### config.mk
export PLATFORM = sky130hd
export DESIGN_NAME = dual_servo_pulse_encoder_counter_top
export DESIGN_NICKNAME = d
export VERILOG_FILES = /design/src/hdl/dspe_pkg.sv /design/src/hdl/dspe_servo_core.sv /design/src/hdl/dual_servo_pulse_encoder_counter_top.sv
export SDC_FILE = /design/constraint.sdc
export NUM_CORES = 1
export LEC_CHECK = 0
export ABC_CLOCK_PERIOD_IN_PS = 7100
export BUFFER_PORTS_ARGS = -buffer_cell sky130_fd_sc_hd__buf_4
export CAP_MARGIN = 5
export CORE_MARGIN = 3
export CORE_UTILIZATION = 41
export CTS_CLUSTER_SIZE = 12
export DETAILED_ROUTE_END_ITERATION = 6
export PLACE_DENSITY = 0.59
export SLEW_MARGIN = 20
export SYNTH_ARGS = -nofsm -noshare
export SYNTH_HDL_FRONTEND = slang
export SYNTH_SLANG_ARGS = --single-unit
### constraint.sdc
create_clock -name clk -period 7.1 [get_ports clk]
set_input_delay 1.42 -clock clk [delete_from_list [all_inputs] [get_ports clk]]
set_output_delay 1.42 -clock clk [all_outputs]
set_load 0.05 [all_outputs]
### src/hdl/dspe_pkg.sv
// Shared constants, codes and types for the dual servo pulse and encoder counter block.
package dspe_pkg;

  localparam int TIMER_BITS = 16;
  localparam int PULSE_W    = 16;
  localparam int NEG_W      = (TIMER_BITS > PULSE_W) ? TIMER_BITS : PULSE_W;
  localparam int FRAME_W    = 8;
  localparam int CNT_W      = 16;
  localparam int NUM_ENC    = 4;
  localparam int FUNC_W     = 2;
  localparam int PINS_W     = 4;

  localparam int CFG_ADDR_W = 2;
  localparam int CFG_DATA_W = 16;

  localparam int IN_TDATA_W  = 8;
  localparam int OUT_FIELD_W = 2 + NUM_ENC * CNT_W;
  localparam int OUT_TDATA_W = ((OUT_FIELD_W + 7) / 8) * 8;
  localparam int OUT_PAD_W   = OUT_TDATA_W - OUT_FIELD_W;

  // encoder count slots, in pin order
  localparam int ENC_RIGHT_A = 0;
  localparam int ENC_RIGHT_B = 1;
  localparam int ENC_LEFT_B  = 2;
  localparam int ENC_LEFT_A  = 3;

  typedef logic [FUNC_W-1:0] func_t;
  localparam func_t FUNC_FINE  = 2'd0;
  localparam func_t FUNC_FRAME = 2'd1;
  localparam func_t FUNC_CLEAR = 2'd2;

  typedef logic [CFG_ADDR_W-1:0] cfg_addr_t;
  localparam cfg_addr_t CFG_SERVO_ENABLE = 2'd0;
  localparam cfg_addr_t CFG_LEFT_PULSE   = 2'd1;
  localparam cfg_addr_t CFG_RIGHT_PULSE  = 2'd2;
  localparam cfg_addr_t CFG_FRAME_INTVL  = 2'd3;

  localparam logic [PULSE_W-1:0] PULSE_RESET = 16'd3530;
  localparam logic [FRAME_W-1:0] FRAME_RESET = 8'h2C;

  typedef struct packed {
    logic               servo_enable;
    logic [PULSE_W-1:0] left_pulse_ticks;
    logic [PULSE_W-1:0] right_pulse_ticks;
    logic [FRAME_W-1:0] frame_intervals;
  } cfg_t;

  typedef struct packed {
    logic                            left_servo;
    logic                            right_servo;
    logic [NUM_ENC-1:0][CNT_W-1:0]   counts;
  } res_t;

endpackage

### src/hdl/dspe_servo_core.sv
// Servo phase sequencer, pulse timer and encoder edge counters, one item per enabled cycle.
module dspe_servo_core import dspe_pkg::*; (
  input  logic              clk,
  input  logic              rst_n,
  input  logic              step_en,
  input  func_t             func,
  input  logic [PINS_W-1:0] pins,
  input  cfg_t              cfg,
  output res_t              res_nxt
);

  logic [FRAME_W-1:0]            frame_cd_r, frame_cd_nxt;
  logic                          phase_right_r, phase_right_nxt;
  logic [TIMER_BITS-1:0]         timer_r, timer_nxt;
  logic                          running_r, running_nxt;
  logic                          left_r, left_nxt;
  logic                          right_r, right_nxt;
  logic [PINS_W-1:0]             prev_pins_r, prev_pins_nxt;
  logic [NUM_ENC-1:0][CNT_W-1:0] counts_r, counts_nxt;

  logic [FRAME_W-1:0]    cd_dec;
  logic [TIMER_BITS-1:0] timer_inc;
  logic [PULSE_W-1:0]    load_ticks;
  logic [NEG_W-1:0]      load_neg;
  logic [PINS_W-1:0]     rising;

  assign timer_inc  = timer_r + TIMER_BITS'(1);
  assign cd_dec     = frame_cd_r - FRAME_W'(1);
  assign load_ticks = phase_right_r ? cfg.right_pulse_ticks : cfg.left_pulse_ticks;
  assign load_neg   = NEG_W'(0) - NEG_W'(load_ticks);
  assign rising     = ~prev_pins_r & pins;

  always_comb begin
    frame_cd_nxt    = frame_cd_r;
    phase_right_nxt = phase_right_r;
    timer_nxt       = timer_r;
    running_nxt     = running_r;
    left_nxt        = left_r;
    right_nxt       = right_r;
    prev_pins_nxt   = prev_pins_r;
    counts_nxt      = counts_r;
    case (func)
      FUNC_FINE: begin
        if (running_r) begin
          timer_nxt = timer_inc;
          // rollover ends the pulse on both sides
          if (timer_inc == '0) begin
            running_nxt = 1'b0;
            left_nxt    = 1'b0;
            right_nxt   = 1'b0;
          end
        end
      end
      FUNC_FRAME: begin
        if (cfg.servo_enable) begin
          frame_cd_nxt = cd_dec;
          if (cd_dec == '0) begin
            // phase start: raise one side, reload timer, sample encoders
            phase_right_nxt = ~phase_right_r;
            timer_nxt       = load_neg[TIMER_BITS-1:0];
            running_nxt     = 1'b1;
            if (phase_right_r) begin
              right_nxt = 1'b1;
            end else begin
              left_nxt = 1'b1;
            end
            frame_cd_nxt  = cfg.frame_intervals;
            prev_pins_nxt = pins;
            for (int k = 0; k < NUM_ENC; k++) begin
              if (rising[k]) begin
                counts_nxt[k] = counts_r[k] + CNT_W'(1);
              end
            end
          end
        end
      end
      FUNC_CLEAR: begin
        counts_nxt    = '0;
        prev_pins_nxt = '0;
      end
      default: begin
      end
    endcase
  end

  always_ff @(posedge clk) begin
    if (!rst_n) begin
      frame_cd_r    <= FRAME_W'(1);
      phase_right_r <= 1'b0;
      timer_r       <= '0;
      running_r     <= 1'b0;
      left_r        <= 1'b0;
      right_r       <= 1'b0;
      prev_pins_r   <= '0;
      counts_r      <= '0;
    end else if (step_en) begin
      frame_cd_r    <= frame_cd_nxt;
      phase_right_r <= phase_right_nxt;
      timer_r       <= timer_nxt;
      running_r     <= running_nxt;
      left_r        <= left_nxt;
      right_r       <= right_nxt;
      prev_pins_r   <= prev_pins_nxt;
      counts_r      <= counts_nxt;
    end
  end

  assign res_nxt.left_servo  = left_nxt;
  assign res_nxt.right_servo = right_nxt;
  assign res_nxt.counts      = counts_nxt;

endmodule

### src/hdl/dual_servo_pulse_encoder_counter_top.sv
// Top level: stream ports, configuration registers, input and result registers.
// Path: an accepted item passes through the input register, then the result register,
// before it shows on out_tvalid.
// Throughput: one item per clock while out_tready stays high; the single-pass update
// between the input register and the result register sets that figure.
// Reset: synchronous, active-low rst_n clears the pipeline valids, the servo state and
// the encoder counts, and loads the configuration registers with their default values.
module dual_servo_pulse_encoder_counter_top import dspe_pkg::*; (
  input  logic                   clk,
  input  logic                   rst_n,
  // input items
  input  logic                   in_tvalid,
  output logic                   in_tready,
  input  logic [IN_TDATA_W-1:0]  in_tdata,   // [3:0] encoder_pins, rest zero
  input  logic [FUNC_W-1:0]      in_tuser,   // [1:0] func
  // result items
  output logic                   out_tvalid,
  input  logic                   out_tready,
  // [0] left_servo, [1] right_servo, [17:2] count_right_a, [33:18] count_right_b,
  // [49:34] count_left_a, [65:50] count_left_b, rest zero
  output logic [OUT_TDATA_W-1:0] out_tdata,
  // configuration writes
  input  logic                   cfg_wr_en,
  input  logic [CFG_ADDR_W-1:0]  cfg_addr,
  input  logic [CFG_DATA_W-1:0]  cfg_wdata
);

  cfg_t cfg_r;

  logic              in_valid_r;
  func_t             in_func_r;
  logic [PINS_W-1:0] in_pins_r;

  logic                   out_valid_r;
  logic [OUT_TDATA_W-1:0] out_data_r;

  logic advance;
  res_t res_nxt;

  // configuration writes land directly; user sends them only while idle, not enforced
  always_ff @(posedge clk) begin
    if (!rst_n) begin
      cfg_r.servo_enable      <= 1'b0;
      cfg_r.left_pulse_ticks  <= PULSE_RESET;
      cfg_r.right_pulse_ticks <= PULSE_RESET;
      cfg_r.frame_intervals   <= FRAME_RESET;
    end else if (cfg_wr_en) begin
      unique case (cfg_addr)
        CFG_SERVO_ENABLE: cfg_r.servo_enable      <= cfg_wdata[0];
        CFG_LEFT_PULSE:   cfg_r.left_pulse_ticks  <= cfg_wdata[PULSE_W-1:0];
        CFG_RIGHT_PULSE:  cfg_r.right_pulse_ticks <= cfg_wdata[PULSE_W-1:0];
        CFG_FRAME_INTVL:  cfg_r.frame_intervals   <= cfg_wdata[FRAME_W-1:0];
        default: begin
        end
      endcase
    end
  end

  // advance the held item when the result register is free or being drained
  assign advance   = in_valid_r && (!out_valid_r || out_tready);
  assign in_tready = !in_valid_r || advance;

  // input register: valid is control, payload holds without reset
  always_ff @(posedge clk) begin
    if (!rst_n) begin
      in_valid_r <= 1'b0;
    end else if (in_tready) begin
      in_valid_r <= in_tvalid;
    end
  end

  always_ff @(posedge clk) begin
    if (in_tvalid && in_tready) begin
      in_func_r <= in_tuser;
      in_pins_r <= in_tdata[PINS_W-1:0];
    end
  end

  // state update happens exactly once per item, when it moves into the result register
  dspe_servo_core u_core (
    .clk     (clk),
    .rst_n   (rst_n),
    .step_en (advance),
    .func    (in_func_r),
    .pins    (in_pins_r),
    .cfg     (cfg_r),
    .res_nxt (res_nxt)
  );

  // result register: hold until taken, load on advance
  always_ff @(posedge clk) begin
    if (!rst_n) begin
      out_valid_r <= 1'b0;
    end else if (advance) begin
      out_valid_r <= 1'b1;
    end else if (out_tready) begin
      out_valid_r <= 1'b0;
    end
  end

  always_ff @(posedge clk) begin
    if (advance) begin
      out_data_r <= {{OUT_PAD_W{1'b0}},
                     res_nxt.counts[ENC_LEFT_B],
                     res_nxt.counts[ENC_LEFT_A],
                     res_nxt.counts[ENC_RIGHT_B],
                     res_nxt.counts[ENC_RIGHT_A],
                     res_nxt.right_servo,
                     res_nxt.left_servo};
    end
  end

  assign out_tvalid = out_valid_r;
  assign out_tdata  = out_data_r;

endmodule
==> impl_metrics.env <==
export IMPL_status="finished clean"
export IMPL_timing_critical_path_to_type="flip-flop"
export IMPL_final_design_area_no_fill_sq_mm=0.01258
export IMPL_slew_violations=0
export IMPL_synth_enable_flop_cells=72
export IMPL_timing_critical_path_mode_cell="sky130_fd_sc_hd__buf_4"
export IMPL_rsz_0062_raised_after_global_routing="no"
export IMPL_final_setup_viol_count=0
export IMPL_slowest_delay_ns=0.81
export IMPL_hold_viol=0
export IMPL_worstSetupPathType="flip-flop to flip-flop"
export IMPL_synth_seq_area_share=0.4540
export IMPL_gp_routability_congestion=0.8000
export IMPL_hold_path_cell_count=2
export IMPL_num_antenna_cells=0
export IMPL_max_cap_violations=0
export IMPL_drt_first_pass_iters=5
export IMPL_p_leak_nw=4.216
export IMPL_drive_gt1_frac=0.1185
export IMPL_syn2layout_area_growth_pct=15.50
export IMPL_powerDensity_mw_per_mm2=221.6
export IMPL_num_vias=9365
export IMPL_async_flop_share=0
export IMPL_initial_core_util=0.4179
export IMPL_place_port_buffers=96
export IMPL_drt_antenna_violating_nets=0
export IMPL_routed_wire_length_per_instance_um=16.48
export IMPL_syn_inst=1268
export IMPL_root_driver="sky130_fd_sc_hd__clkbuf_16"
export IMPL_floorplan_die_width_um=169.0
export IMPL_dr_first_iter_drc_count=634
export IMPL_cts_repair_resized=0
export IMPL_cp_cell_sequence="inv_1 -> ha_1 -> buf_4 -> inv_1 -> nand2_1 -> nand2_1 -> buf_4 -> nor2_1 -> buf_4 -> a41oi_1 -> a31oi_1"
export IMPL_cts_reportedPaths_clkPinSlew_ns=0.06
export IMPL_max_freq_mhz=280.9
export IMPL_grt_pass1_vias=8836
export IMPL_ys_seq_elements=211
export IMPL_min_path_type="flip-flop to flip-flop"
export IMPL_detailed_place_area_sq_mm=0.01179
export IMPL_dp_final_hpwl_um=18100
export IMPL_route_detailed_vias_per_inst=5.615
export IMPL_cts_made_buffers=24
export IMPL_period_minus_slack_ns=3.559
export IMPL_post_synth_instance_area_sq_mm=0.01089
export IMPL_vertical_die_dimension_um=169.0
export IMPL_synthesized_area_divided_by_synthesized_cell_count_sq_um=8.589
export IMPL_ys_warnings_count=0
export IMPL_route_final_wire_length_um=27490
export IMPL_design_portCount=107
export IMPL_cts_tree="built"
export IMPL_startpoint_type="flip-flop"
export IMPL_relSlewSlack=0.2967
export IMPL_clk_lat_worst_skew_ns=0.51
export IMPL_worstPathMaxFanout=40
export IMPL_multi_input_gate_area_in_the_final_layout_sq_mm=0.005570
export IMPL_grt_usage=0.1868
export IMPL_timing_critical_path_arrival_ns=4.00
export IMPL_slowest_stage="sky130_fd_sc_hd__nand2_1"
export IMPL_cts_root_to_sink_buffers=3
export IMPL_final_setup_tns_ns=0
export IMPL_antenna_found_initial=0
export IMPL_grt_start_max_net_pins=71
export IMPL_clkSinkCount=211
export IMPL_post_cts_hold_buffer_count=0
export IMPL_worst_max_slew_pin_slew_ns=1.045
export IMPL_cts_max_level=1
export IMPL_design_die_area_sq_mm=0.02855
export IMPL_grt_pass1_wl_um=45120
export IMPL_skew_ns=0.007252
export IMPL_timing_critical_path_required_ns=7.54
export IMPL_reg2reg_depth=11
export IMPL_grt_remaining_overflow=0
export IMPL_post_cts_setup_buffer_count=0
export IMPL_regArea_sq_mm=0.004945
export IMPL_synthFlopType="sky130_fd_sc_hd__dfxtp_1"
export IMPL_finalCritPeriodShare=0.5013
export IMPL_filler_cell_count=2560
export IMPL_fp_coreArea_sq_mm=0.02606
export IMPL_final_nets=1359
export IMPL_rows=59
export IMPL_yosys_cell_types_count=66
export IMPL_post_route_drc_count=0
export IMPL_power_ir_vdd_worst_uv=169.0
[flip-flops by register name, indices dropped and copies added (netlist names), 2 cells and up]
register            flops
cfg_r                  41
in_func_r               2
in_pins_r               4
out_tdata              66
u_core.counts_r        64
u_core.frame_cd_r       8
u_core.prev_pins_r      4
u_core.timer_r         16
[cells in the mapped netlist, types with 14 or more instances]
cell type / n / share of area
sky130_fd_sc_hd__xnor2_1: 42 / 0.034
sky130_fd_sc_hd__nand2_1: 162 / 0.056
sky130_fd_sc_hd__or3_1: 30 / 0.017
sky130_fd_sc_hd__o21ai_0: 72 / 0.033
sky130_fd_sc_hd__xor2_1: 44 / 0.035
sky130_fd_sc_hd__nor3_1: 42 / 0.019
sky130_fd_sc_hd__nand4_1: 31 / 0.018
sky130_fd_sc_hd__o31ai_1: 19 / 0.013
sky130_fd_sc_hd__and3_1: 18 / 0.010
sky130_fd_sc_hd__or4_1: 20 / 0.014
sky130_fd_sc_hd__nor4_1: 28 / 0.016
sky130_fd_sc_hd__nand3_1: 69 / 0.032
sky130_fd_sc_hd__mux2i_1: 14 / 0.013
sky130_fd_sc_hd__edfxtp_1: 72 / 0.20
sky130_fd_sc_hd__clkbuf_1: 75 / 0.026
sky130_fd_sc_hd__a21oi_1: 98 / 0.045
sky130_fd_sc_hd__dfxtp_1: 139 / 0.26
sky130_fd_sc_hd__nor2_1: 104 / 0.036
sky130_fd_sc_hd__a31oi_1: 29 / 0.017
[cell families (layout without fill, tap and decap cells)]
kind of cell | Yosys count | count (layout) | share of synthesized area
multiplexers | 14 | 14 | 0.01287
other | 1 | 6 | 0.0003443
flip-flops | 211 | 211 | 0.4540
adder cells (fa/ha/maj) | 11 | 11 | 0.01264
AO/OA/AOI/OAI | 272 | 272 | 0.1481
buffers and inverters | 104 | 164 | 0.03895
XOR/XNOR | 86 | 86 | 0.06916
AND/OR/NAND/NOR | 569 | 569 | 0.2639
[cell type report]
type / instances / area share
sequential: 211 / 0.3931
clock inverter: 9 / 0.007460
tap: 335 / 0.03332
timing repair buffer: 108 / 0.06446
multi-input combinational: 958 / 0.4429
inverter: 12 / 0.003680
clock buffer: 35 / 0.05511
[path summary, 6_finish.rpt]
check	start	endpoint	slack (ns)
max	in_func_r[1]	u_core.counts_r[22]	3.54
min	cfg_r[4]	cfg_r[4]	0.46
max reg2reg	in_func_r[1]	u_core.counts_r[22]	3.54
min reg2reg	cfg_r[4]	cfg_r[4]	0.46
[worst max-delay path, delay by kind of cell, from the launching register on]
family / cells / cell delay, ns
AO/OA/AOI/OAI: 2 / 0.30
AND/OR/NAND/NOR: 3 / 1.24
adder cells (fa/ha/maj): 1 / 0.15
buffers and inverters: 5 / 1.38
flip-flops: 1 / 0.38
[metal layers]
layer  track usage  vias to the layer above  wire length (um)
met2        0.3164                      199             12860
met3       0.02592                       46              1167
met4       0.04940                        0               561
met5             0                        -                 0
li1              -                     4702                 -
met1        0.2523                     4418             12910
[cells in the final DEF, fill, tap and decap left out, types with 6 or more instances in the layout]
cell type and count:
sky130_fd_sc_hd__a21oi_1 98, sky130_fd_sc_hd__a31oi_1 29, sky130_fd_sc_hd__and2_1 11, sky130_fd_sc_hd__and3_1 18, sky130_fd_sc_hd__and4_1 11, sky130_fd_sc_hd__buf_4 108, sky130_fd_sc_hd__clkbuf_1 7, sky130_fd_sc_hd__clkbuf_16 25
sky130_fd_sc_hd__conb_1 6, sky130_fd_sc_hd__dfxtp_1 139, sky130_fd_sc_hd__edfxtp_1 72, sky130_fd_sc_hd__ha_1 11, sky130_fd_sc_hd__inv_1 10, sky130_fd_sc_hd__mux2i_1 14, sky130_fd_sc_hd__nand2_1 162, sky130_fd_sc_hd__nand3_1 69
sky130_fd_sc_hd__nand4_1 31, sky130_fd_sc_hd__nor2_1 103, sky130_fd_sc_hd__nor2b_1 7, sky130_fd_sc_hd__nor3_1 42, sky130_fd_sc_hd__nor3b_1 7, sky130_fd_sc_hd__nor4_1 27, sky130_fd_sc_hd__o211ai_1 10, sky130_fd_sc_hd__o21a_1 6
sky130_fd_sc_hd__o21ai_0 71, sky130_fd_sc_hd__o31ai_1 19, sky130_fd_sc_hd__or3_1 30, sky130_fd_sc_hd__or4_1 20, sky130_fd_sc_hd__xnor2_1 42, sky130_fd_sc_hd__xor2_1 44
[stage by stage]
stage / worst slack, ns / util / power, W / cells / hold WS, ns
after floorplan: 2.700 / - / 0.001495 / 1273 / 0.4304
after global placement: 3.390 / 0.4524 / 0.001576 / 1624 / 0.4453
after detailed placement: 3.319 / 0.4524 / 0.001578 / 1624 / 0.4500
after CTS: 3.539 / 0.4826 / 0.002822 / 1668 / 0.4597
after global routing: 3.207 / 0.4827 / 0.002892 / 1668 / 0.4766
final: 3.541 / 0.4827 / 0.002787 / 1668 / 0.4559
[report_power, final]
group	switching (W)	internal [W]
combinational	0.000188	0.0000657
sequential	0.0000187	0.00128
clock	0.000488	0.000748
(Power assumes the default switching activity.)
